`config.mk`:
```
export PLATFORM = sky130hd
export DESIGN_NAME = sfs_cell
export DESIGN_NICKNAME = d
export VERILOG_FILES = /design/src/rtl/sfs_pkg.sv /design/src/rtl/sfs_cell.sv
export SDC_FILE = /design/constraint.sdc
export NUM_CORES = 1
export LEC_CHECK = 0
export BUFFER_PORTS_ARGS = -buffer_cell sky130_fd_sc_hd__buf_4
export CAP_MARGIN = 20
export CORE_UTILIZATION = 47
export CTS_CLUSTER_DIAMETER = 40
export DETAILED_ROUTE_END_ITERATION = 8
export GPL_TIMING_DRIVEN = 0
export PLACE_DENSITY = 0.82
export SLEW_MARGIN = 40
export SYNTH_ARGS = -nofsm -noshare
export SYNTH_HDL_FRONTEND = slang
export SYNTH_SLANG_ARGS = --single-unit
```
`constraint.sdc`:
```
create_clock -name clock -period 3 [get_ports clock]
set_input_delay 0.3 -clock clock [delete_from_list [all_inputs] [get_ports clock]]
set_output_delay 0.3 -clock clock [all_outputs]
set_load 0.05 [all_outputs]
```
`src/rtl/sfs_pkg.sv`:
```
// ---------------------------------------------------------------------------
// sfs_pkg: shared types and helpers for the symbol frequency sorter
// Holds the cell pair type, the cell command struct and the sort order.
// ---------------------------------------------------------------------------
package sfs_pkg;

   localparam int ALPHABET_SIZE = 64;
   localparam int COUNT_BITS    = 16;
   localparam int SYM_W         = 6;
   localparam int RUN_W         = 16;
   localparam int PASS_W        = $clog2(ALPHABET_SIZE);
   localparam int WIDE_W        = (COUNT_BITS > RUN_W) ? COUNT_BITS : RUN_W;

   localparam logic [COUNT_BITS-1:0] COUNT_MAX = '1;
   localparam logic [RUN_W-1:0]      RUN_MAX   = '1;

   typedef struct packed {
      logic [SYM_W-1:0]      sym;
      logic [COUNT_BITS-1:0] count;
   } pair_type;

   typedef enum logic [2:0] {
      CELL_HOLD,
      CELL_INIT,
      CELL_COUNT,
      CELL_SORT,
      CELL_SHIFT
   } cell_op_type;

   typedef struct packed {
      cell_op_type      op;
      logic             phase;
      logic [SYM_W-1:0] symbol;
   } cell_ctrl_type;

   // True when a belongs ahead of b: higher count first, lower code on a tie.
   function automatic logic ranks_before(input pair_type a, input pair_type b);
      ranks_before = (a.count > b.count) || ((a.count == b.count) && (a.sym < b.sym));
   endfunction

   // Clamp a stored count to the width of the result port.
   function automatic logic [RUN_W-1:0] run_sat(input logic [COUNT_BITS-1:0] c);
      logic [WIDE_W-1:0] wide;
      wide = WIDE_W'(c);
      if (wide > WIDE_W'(RUN_MAX)) begin
         run_sat = RUN_MAX;
      end else begin
         run_sat = RUN_W'(wide);
      end
   endfunction

endpackage

```
`src/rtl/sfs_cell.sv`:
```
// ---------------------------------------------------------------------------
// sfs_cell: one cell of the histogram and sorting chain
// Holds one symbol and its count; counts, compares and swaps with a
// neighbour, or shifts towards the head of the chain.
// ---------------------------------------------------------------------------
module sfs_cell import sfs_pkg::*; (
   input  logic             clock,
   input  logic             reset,
   input  cell_ctrl_type    ctrl,
   input  logic [SYM_W-1:0] cell_index,
   input  logic             has_left,
   input  logic             has_right,
   input  pair_type         left_pair,
   input  pair_type         right_pair,
   output pair_type         pair
);

   pair_type pair_ff;
   pair_type pair_in;
   pair_type home;

   assign home = '{sym: cell_index, count: '0};

   always_comb begin
      pair_in = pair_ff;
      unique case (ctrl.op)
         CELL_HOLD: begin
            pair_in = pair_ff;
         end
         CELL_INIT: begin
            pair_in = home;
         end
         CELL_COUNT: begin
            if ((ctrl.symbol == pair_ff.sym) && (pair_ff.count != COUNT_MAX)) begin
               pair_in.count = pair_ff.count + 1'b1;
            end
         end
         CELL_SORT: begin
            // The lower cell of a pair keeps the better entry, the upper one the other.
            if (has_right && (cell_index[0] == ctrl.phase)) begin
               if (ranks_before(right_pair, pair_ff)) begin
                  pair_in = right_pair;
               end
            end else if (has_left && (cell_index[0] != ctrl.phase)) begin
               if (ranks_before(pair_ff, left_pair)) begin
                  pair_in = left_pair;
               end
            end
         end
         CELL_SHIFT: begin
            pair_in = has_right ? right_pair : home;
         end
         default: begin
            pair_in = pair_ff;
         end
      endcase
   end

   always_ff @(posedge clock) begin
      if (reset) begin
         pair_ff <= home;
      end else begin
         pair_ff <= pair_in;
      end
   end

   assign pair = pair_ff;

endmodule

```
# Yosys cells after proc, flatten, opt, wreduce, memory -nomap -nowiden
# Cells that the tools add are included.
# Widths: inputs -> output; s select.
[classes] n_addsub=1 magnitude_cmp=4 eq_ne=17 n_mux=9 reduce_logical=11
[ops] op="$mux 22" count=6
[ops] op="$pmux 16 s4" count=1
[ops] op="$eq 16x16->1" count=2
[ops] op="$gt 16x16->1" count=2
[ops] op="$pmux 6 s3" count=1
[ops] op="$add 16x1->16 const B" count=1
[ops] op="$mux 16" count=1
[ops] op="$ne 16x16->1 const B" count=1
[ops] op="$lt 6x6->1" count=2
[ops] op="$ne 4x4->1 const B" count=3
[ops] op="$ne 3x3->1 const B" count=3
[ops] op="$reduce_bool 4->1" count=2
[ops] op="$eq 3x2->1 const B" count=2
[ops] op="$eq 6x6->1" count=1
[ops] op="$logic_and 1x1->1" count=5
[ops] op="$reduce_and 5->1" count=1
[ops] op="$reduce_and 4->1" count=1
[ops] op="$eq 3x1->1 const B" count=1
[ops] op="$eq 3x3->1 const B" count=1
[ops] op="$logic_or 1x1->1" count=2
[ops] op="$ne 2x2->1 const B" count=1
[ops] op="$eq 1x1->1" count=1
[ops] op="$ne 1x1->1" count=1
[totals] register_bits=22 word_cells=44

# Depth between registers and ports, before layout
# Gate-level depths: netlist (run 1).
[logic_depth] depth_word=8 mapped_depth=10 depth_no_buf=9

# Worst setup path before layout (run 1)
# OpenSTA, ideal clock, no wires.
[synth_timing] kind="reg-to-reg" startpoint="register pair_ff (netlist bit pair[14])" endpoint="register pair_ff (netlist bit pair[16]) (enable)" setup_ps=377 arrival_time_ps=3008 path_slack_ps=-385 path_stages_with_launch=9 synth_period_minus_slack_ps=3385 path_cell_list="dfxtp_1 -> inv_1 -> ha_1 -> nand4_1 -> or4_1 -> o32a_1 -> a22oi_2 -> o21ai_0 -> o21ai_0"
[synth_between] elab_chain_len=5 elab_cells_between_ends=11
[synth_lines] element="from (decl)" line_no="sfs_cell.sv:18" rtl="pair_type pair_ff;"
[synth_lines] element="from (signal assigned)" line_no="sfs_cell.sv:61" rtl="pair_ff <= home;"
[synth_lines] element="from (signal assigned)" line_no="sfs_cell.sv:63" rtl="pair_ff <= pair_in;"
[synth_lines] element="branches (longest 4 deep; another with $gt 16x16->1)"
[synth_lines] element="$reduce_and 4->1 (no source line) *"
# Every way passes the cells marked *.
# A chain may end at the register's enable or synchronous reset.

# Worst setup path after layout (run 1)
[layout_timing] startpoint="register pair_ff (netlist bit pair[14])" endpoint="register pair_ff (netlist bit pair[17]) (enable)"
# Same word-level chain as after synthesis.

==> results of run 1 <==
worst min-delay path, stage by stage:
cell     delay (ps)
buf_4            80
nand2_1          30
o21ai_0          60
per-stage QoR:
step / std cells / power, mW / instance area (um^2) / setup slack [ps] / util, %
final: 492 / 0.919 / 3410 / 149 / 65.4
after global routing: 492 / 0.962 / 3410 / 8.66 / 65.4
after CTS: 490 / 0.904 / 3380 / 27.2 / 64.9
after floorplan: 331 / 0.555 / 2610 / 101 / -
after global placement: 486 / 0.700 / 3330 / 88.8 / 64.1
after detailed placement: 486 / 0.707 / 3330 / 34.6 / 64.1
cells by family after synthesis:
logic type	count (synthesis)	synth area share (%)
AOI/OAI and AO/OA	103	28.9
buffers and inverters	56	8.98
and+or+nand+nor	97	18.7
DFF	22	19.3
adders and majority gates	43	20.8
xor gates and xnor gates	10	3.38
per-layer routing:
layer	vias up	global-route usage (%)	wire length, um
met1	1398	41.1	3540
met5	-	0	0
met2	199	46.0	3840
met3	18	3.35	950
met4	0	7.50	155
li1	1435	-	-
synth_stat cells, types with 3 or more instances:
library cell and instances:
nand2_1 26, nand4_1 13, nor4_1 4, nor2_1 21, nor2b_1 3, nand3_1 10, edfxtp_1 6, o31ai_1 9
a222oi_1 9, a211oi_1 3, nor3_1 9, xnor2_1 5, a31oi_1 3, o211ai_1 8, clkbuf_1 8, o21ai_0 15
ha_1 43, a31o_2 4, dfxtp_1 16, a22oi_1 7, a221oi_1 4, buf_6 3, xor2_1 5, a21o_1 5
a21oi_1 21, inv_1 45
power breakdown:
group | switching, mW | leakage, nW | total [mW] | internal [mW]
Clock | 0.110 | 0.0228 | 0.205 | 0.0951
Sequential | 0.0227 | 0.196 | 0.342 | 0.319
Combinational | 0.211 | 1.30 | 0.372 | 0.161
Total | 0.343 | 1.52 | 0.919 | 0.575
repair_timing:
action	in CTS	in global routing
setup buffers	0	2
gates resized for setup	0	4
setup endpoints to repair	0	16
layout make-up:
class | count | area share, %
multi-input cells | 253 | 54.8
repair buffers | 87 | 19.2
flip-flops and latches | 22 | 15.3
inverters | 45 | 4.96
well taps | 70 | 2.57
plain buffers | 11 | 1.87
clock buffers | 4 | 1.32
worst max path at each step:
| stage | startpoint | to | cells past startpoint |
|---|---|---|---|
| CTS | pair[13] | pair[19] | 8 |
| global placement | pair[13] | pair[18] | 8 |
| global route | pair[14] | pair[9] | 10 |
| finish | pair[14] | pair[17] | 9 |
| detailed placement | pair[13] | pair[17] | 8 |
| floorplan | pair[14] | pair[16] | 8 |
==> impl_metrics.tcl, run 1 <==
set metrics [dict create \
    status "complete, no violations" \
    grt_max_degree 13 \
    whs_path_depth 3 \
    crit_type "register to register" \
    grt.overflow.total 0 \
    row_count 26 \
    clk_latency_ps 270 \
    crit_chain "inv_1 > ha_1 > nand4_1 > or4_4 > o32a_1 > a22oi_2 > o21ai_0 > o21ai_2 > buf_4" \
    reg2reg_from "pair[14]" \
    vias 3050 \
    register_area_um2 520 \
    avgViaCountPerCell 6.20 \
    async_reset_ff_share_pct 0 \
    nFillCells 447 \
    crit_arrival_ps 2850 \
    drv_slew 0 \
    place.gp.congestion 0.951 \
    start_util_pct 49.8 \
    clockBufferDepth 2 \
    numCtsBuffers 3 \
    cp-end-kind "register" \
    hpwl_um 6480 \
    fin_skew_ps 4.19 \
    wl_per_cell_um 17.2 \
    rr_worst_depth 9 \
    worstPathRequired_ps 3000 \
    finalSetupTns_ps 0 \
    worst_pin_slew_ps 848 \
    path_max_fanout 7 \
    grt_pass1_vias 2785 \
    rsz0062_at_grt "no" \
    clk_pin_slew_ps 90 \
    die_area_um2 5820 \
    ys_warn_count 0 \
    dr.first_iter.drc_count 419 \
    multi_input_area_um2 1870 \
    cts.hold.buffers_added 0 \
    cpMaxStageDelayCell "or4_4" \
    ys_seq_area_share_pct 19.3 \
    syn_area_um2 2590 \
    syn-num-nets 438 \
    synth_cell_types 47 \
    worst_r2r_endpoint "pair[17]" \
    drc_errors 0 \
    fmax_mhz 351 \
    power_density_nw_per_um2 270 \
    irDropWorstVdd_mv 0.181 \
    cts-htree-levels 1 \
    whs_endpoint "pair[18]" \
    syn_inst 331 \
    final_antenna_net_count 0 \
    critPathTopFamily "compound AO/OA/AOI/OAI gates" \
    cts.sinks 22 \
    ys_ff_latch 22 \
    max_cap_viol_count 0 \
    slew_headroom_pct 43.2 \
    layout_min_cycle_time_ps 2850 \
    wl_um 8480 \
    ios 86 \
    yosysTopAreaCell "ha_1" \
    p_leak_nw 1.52 \
    synth.top_cell.area_share_pct 20.8 \
    die_w_um 76.3 \
    layout.nets 530 \
    hp-start "cell_index[2]" \
    drt-pass1-iter-count 8 \
    layout_commonest_cell "buf_4" \
    drive_gt1_share_pct 27.5 \
    synth_enable_flop_cells 6 \
    synthToLayoutAreaGrowth_pct 31.4 \
    coreArea_um2 5200 \
    fin_crit_sh_pct 95.0 \
    grt_pass1_wl_um 13500 \
    fin_hold_ws_ps 304 \
    grt_usage_pct 28.9 \
    synth_area_per_cell_um2 7.83 \
    synthFlopType "dfxtp_1" \
    cts_tree "yes" \
    regToRegSetupSlack_ps 150 \
    ys_top_cells_by_area "ha_1, dfxtp_1, edfxtp_1, inv_1, a21oi_1" \
    largest_reg_flops 22 \
    num_antenna_cells 0 \
    io_buffers 85 \
    setup_violations 0 \
    antenna_found_initial 0 \
    die_h_um 76.3 \
    timing.critical_path.slowest_cell_delay_ps 560 \
    hold_viol_final 0 \
    layout_common_cells "buf_4, inv_1, ha_1" \
    path_buf_inv 2 \
    crit_path_start_kind "register" \
    hold_path_class "primary input to register" \
    ctsRootBufferMaster "clkbuf_8" \
]
(Power assumes the default switching activity.)
==> run 2: changes to the inputs <==
--- a/config.mk
+++ b/config.mk
@@ -7,11 +7,12 @@
 export LEC_CHECK = 0
 export BUFFER_PORTS_ARGS = -buffer_cell sky130_fd_sc_hd__buf_4
 export CAP_MARGIN = 20
-export CORE_UTILIZATION = 47
+export CORE_UTILIZATION = 48
+export CTS_BUF_LIST = sky130_fd_sc_hd__clkbuf_8
 export CTS_CLUSTER_DIAMETER = 40
 export DETAILED_ROUTE_END_ITERATION = 8
 export GPL_TIMING_DRIVEN = 0
-export PLACE_DENSITY = 0.82
+export PLACE_DENSITY = 0.84
 export SLEW_MARGIN = 40
 export SYNTH_ARGS = -nofsm -noshare
 export SYNTH_HDL_FRONTEND = slang
==> impl_metrics.tcl, run 2 (same netlist as run 1, synthesis figures left out) <==
set metrics [dict create \
    status "complete, no violations" \
    antenna_found_initial 0 \
    rr_worst_depth 10 \
    fmax_mhz 351 \
    drc_errors 0 \
    grt-busiest-layer "met2" \
    met3_usage_pct 2.91 \
    clk_pin_slew_ps 90 \
    setup_violations 0 \
    cts.hold.buffers_added 0 \
    row_count 26 \
    finalSetupTns_ps 0 \
    largest_reg_flops 22 \
    ios 86 \
    placed_cells 486 \
    multi_input_area_um2 1880 \
    fin_crit_sh_pct 94.9 \
    cts_tree "yes" \
    grt_pass1_vias 2640 \
    layout_common_cells "buf_4, inv_1, ha_1" \
    dr.first_iter.drc_count 334 \
    cts.sinks 22 \
    clockBufferDepth 2 \
    crit_path_start_kind "register" \
    nFillCells 441 \
    slew_headroom_pct 44.9 \
    worst_pin_slew_ps 823 \
    coreArea_um2 5140 \
    hpwl_um 6410 \
    clk_latency_ps 280 \
    hp-start "cell_index[2]" \
    vias 3023 \
    grt_max_degree 13 \
    place.gp.congestion 0.953 \
    layout_min_cycle_time_ps 2850 \
    grt.overflow.total 0 \
    grt_use_met2_pct 47.7 \
    power_density_nw_per_um2 267 \
    grt_pass1_wl_um 12600 \
    whs_endpoint "pair[18]" \
    p_leak_nw 1.55 \
    die_h_um 75.5 \
    io_buffers 85 \
    grt_usage_pct 29.4 \
    hold_path_class "primary input to register" \
    max_cap_viol_count 0 \
    regToRegSetupSlack_ps 150 \
    post-route-util_pct 67.0 \
    hold_viol_final 0 \
    die_w_um 75.5 \
    wl_per_cell_um 16.9 \
    numCtsBuffers 3 \
    cts-htree-levels 1 \
    worstPathRequired_ps 3220 \
    path_max_fanout 7 \
    instances_no_fill 496 \
    cp-end-kind "register" \
    irDropWorstVdd_mv 0.173 \
    layout.nets 534 \
    worst_r2r_endpoint "pair[3]" \
    register_area_um2 518 \
    layout_commonest_cell "buf_4" \
    start_util_pct 50.4 \
    crit_arrival_ps 3070 \
    met1_usage_pct 41.7 \
    wl_um 8360 \
    reg2reg_from "pair[14]" \
    die_area_um2 5700 \
    whs_path_depth 3 \
    final_cell_area_um2 3450 \
    crit_type "register to register" \
    drive_gt1_share_pct 28.6 \
    synthToLayoutAreaGrowth_pct 32.9 \
    avgViaCountPerCell 6.09 \
    ctsRootBufferMaster "clkbuf_8" \
    placed_area_um2 3330 \
    final_antenna_net_count 0 \
    rsz0062_at_grt "no" \
    num_antenna_cells 0 \
    setup_slack_ps 152 \
    fin_skew_ps 7.98 \
    drt-pass1-iter-count 6 \
    drv_slew 0 \
    pre_cts_ws_ps -12.9 \
]
## run 2: layout make-up
type,instances,share of cell area [%]
Timing Repair Buffer,91,19.7
Inverter,45,4.90
Tap cell,70,2.54
Sequential cell,22,15.0
Clock buffer,3,1.20
Multi-Input combinational cell,253,54.7
Buffer,11,1.85
Clock inverter,1,0.109
## run 2: power by group
group          switching, mW  internal, mW  total (mW)
Clock                  0.112        0.0920       0.204
Combinational          0.210         0.164       0.375
Sequential            0.0224         0.320       0.342
Total                  0.345         0.576       0.921
## run 2: critical path: stages, from the launching register on
cell and delay [ps]:
dfxtp_4 390, inv_1 80, ha_4 280, nand4_1 140, or4_4 560, o32a_1 370
a22oi_2 260, o211ai_4 180, buf_2 210, nor3_1 190, a31o_2 130
## run 2: worst max path at each step
stage | cells past startpoint | start | end | slack [ps]
2_1_floorplan | 8 | pair[14] | pair[16] | 100
3_3_place_gp | 8 | pair[13] | pair[18] | 80
3_5_place_dp | 8 | pair[13] | pair[18] | -10
4_1_cts | 9 | pair[13] | pair[18] | 80
5_1_grt | 10 | pair[14] | pair[12] | 10
6_report | 10 | pair[14] | pair[3] | 150
## run 2: what timing repair did
action                     in CTS  in global routing
buffers inserted                2                  2
resized for setup               0                  7
pin swaps                       1                  2
setup endpoints to repair       6                 18
cloned                          0                  2
## run 2: stage by stage
step	hold slack, ps	power (mW)
after detailed placement	515	0.708
final	294	0.921
after global routing	319	0.960
after CTS	309	0.904
after floorplan	487	0.555
after global placement	510	0.699
## run 2: metal layers
layer | vias to the layer above | part of all wire, %
li1 | 1441 | -
met3 | 17 | 8.5
met2 | 167 | 46
met1 | 1398 | 44
met5 | - | 0
met4 | 0 | 1.8
==> run 3: changes to the inputs <==
--- a/config.mk
+++ b/config.mk
@@ -7,6 +7,7 @@
 export LEC_CHECK = 0
 export BUFFER_PORTS_ARGS = -buffer_cell sky130_fd_sc_hd__buf_4
 export CAP_MARGIN = 20
+export CORE_ASPECT_RATIO = 0.5
 export CORE_UTILIZATION = 48
 export CTS_BUF_LIST = sky130_fd_sc_hd__clkbuf_8
 export CTS_CLUSTER_DIAMETER = 40
==> impl_metrics.tcl, run 3 (same netlist as run 1, synthesis figures left out) <==
set metrics [dict create \
    swShare_pct 36.9 \
    largest_reg_flops 22 \
    grt_usage_pct 29.8 \
    wl_per_cell_um 17.0 \
    hold_viol_final 0 \
    regToRegSetupSlack_ps 90 \
    io_buffers 85 \
    whs_path_depth 3 \
    placed_area_um2 3330 \
    path_max_fanout 8 \
    ios 86 \
    crit_type "register to register" \
    fin_hold_ws_ps 301 \
    die_area_um2 5720 \
    nFillCells 429 \
    clockPowerShare_pct 21.6 \
    worstPathRequired_ps 2990 \
    grt_max_degree 13 \
    crit_path_start_kind "register" \
    numCtsBuffers 3 \
    place.gp.congestion 0.874 \
    start_util_pct 51.2 \
    slew_headroom_pct 48.2 \
    layout.nets 530 \
    hpwl_um 6630 \
    layout_min_cycle_time_ps 2910 \
    die_h_um 54.0 \
    cts.sinks 22 \
    setup_violations 0 \
    hp-start "cell_index[4]" \
    cp-end-kind "register" \
    register_area_um2 520 \
    reg2reg_from "pair[10]" \
    worst_r2r_endpoint "pair[16]" \
    coreArea_um2 5070 \
    cpMaxStageDelayCell "or4_4" \
    power_frac_seq_pct 37.8 \
    grt.overflow.total 0 \
    rr_worst_depth 9 \
    p_int_mw 0.571 \
    final_cell_area_um2 3410 \
    clk_latency_ps 270 \
    crit_arrival_ps 2900 \
    fin_crit_sh_pct 96.9 \
    fin_skew_ps 1.67 \
    num_antenna_cells 0 \
    multi_input_area_um2 1870 \
    rsz0062_at_grt "no" \
    power_switching_mw 0.334 \
    max_cap_viol_count 0 \
    avgViaCountPerCell 5.98 \
    clk_pin_slew_ps 80 \
    die_w_um 106 \
    timing.critical_path.slowest_cell_delay_ps 570 \
    hold_path_class "primary input to register" \
    fmax_mhz 344 \
    crit_chain "inv_1 > ha_1 > nand4_1 > or4_4 > o32a_1 > a22oi_2 > o21ai_0 > o21ai_2 > buf_4" \
    p_leak_nw 1.53 \
    power_density_nw_per_um2 265 \
    drt-pass1-iter-count 5 \
    irDropWorstVdd_mv 0.162 \
    grt_pass1_wl_um 13000 \
    cts.hold.buffers_added 0 \
    whs_endpoint "pair[20]" \
    drc_errors 0 \
    synthToLayoutAreaGrowth_pct 31.6 \
    p_comb_share_pct 40.6 \
    drive_gt1_share_pct 27.7 \
    vias 2943 \
    cts-htree-levels 1 \
    layout_commonest_cell "buf_4" \
    drv_slew 0 \
    row_count 18 \
    layout_common_cells "buf_4, inv_1, ha_1" \
    ctsRootBufferMaster "clkbuf_8" \
    final_antenna_net_count 0 \
    grt_pass1_vias 2713 \
    worst_pin_slew_ps 774 \
    wl_um 8360 \
    antenna_found_initial 0 \
    clockBufferDepth 2 \
    cts_tree "yes" \
    status "complete, no violations" \
    dr.first_iter.drc_count 260 \
]
run 3: cell types whose count changed in the layout (fill, tap and decap cells not counted), sizes merged:
cell	delta
buf	-4
run 3: power groups by stage:
stage / clock (mW) / sequential (mW) / combinational, mW
floorplan: 0 / 0.391 / 0.164
global placement: 0 / 0.350 / 0.348
detailed placement: 0 / 0.350 / 0.360
CTS: 0.197 / 0.343 / 0.364
global route: 0.211 / 0.344 / 0.400
finish: 0.196 / 0.342 / 0.367
run 3: cell type report:
| class | count | share of cell area, % |
|---|---|---|
| Clock buffer | 3 | 1.21 |
| Timing Repair Buffer | 87 | 19.1 |
| Multi-Input combinational cell | 253 | 54.9 |
| Buffer | 11 | 1.87 |
| Inverter | 45 | 4.95 |
| Sequential cell | 22 | 15.3 |
| Tap cell | 70 | 2.57 |
| Clock inverter | 1 | 0.110 |
run 3: worst max path at each step:
stage	from	end	slack, ps	cells past startpoint
final	pair[10]	pair[16]	90	9
after global routing	pair[9]	pair[8]	7	10
after CTS	pair[14]	pair[17]	30	9
after detailed placement	pair[13]	pair[20]	-80	8
after global placement	pair[13]	pair[20]	20	8
after floorplan	pair[14]	pair[16]	100	8
run 3: stage by stage:
stage / cells / worst slack [ps] / power, mW / utilization [%] / setup TNS, ps
finish: 492 / 94.1 / 0.904 / 67.3 / 0
global route: 492 / 7.23 / 0.956 / 67.3 / 0
CTS: 491 / 25.5 / 0.903 / 67.0 / 0
detailed placement: 486 / -83.6 / 0.711 / 65.8 / -501
global placement: 486 / 18.0 / 0.698 / 65.8 / 0
floorplan: 331 / 101 / 0.555 / - / 0
run 3: timing repair:
item | in CTS | in global routing
endpoints found under the hold margin | 0 | 0
resized for setup | 2 | 2
pin swaps | 1 | 3
setup buffers | 1 | 1
endpoints found under the setup margin | 6 | 22
run 3: worst max-delay path, delay by kind of cell (launching register included):
kind	cells	cell delay, ps
simple gates	2	740
compound gates	4	950
fa+ha+maj	1	290
buf+inv	2	230
flops	1	420
run 3: layer usage:
metal | global-route usage (%) | vias to the layer above | wire (um)
li1 | - | 1434 | -
met1 | 37.8 | 1354 | 3680
met2 | 51.5 | 146 | 3820
met3 | 6.78 | 9 | 753
met4 | 9.49 | 0 | 107
met5 | 0 | - | 0
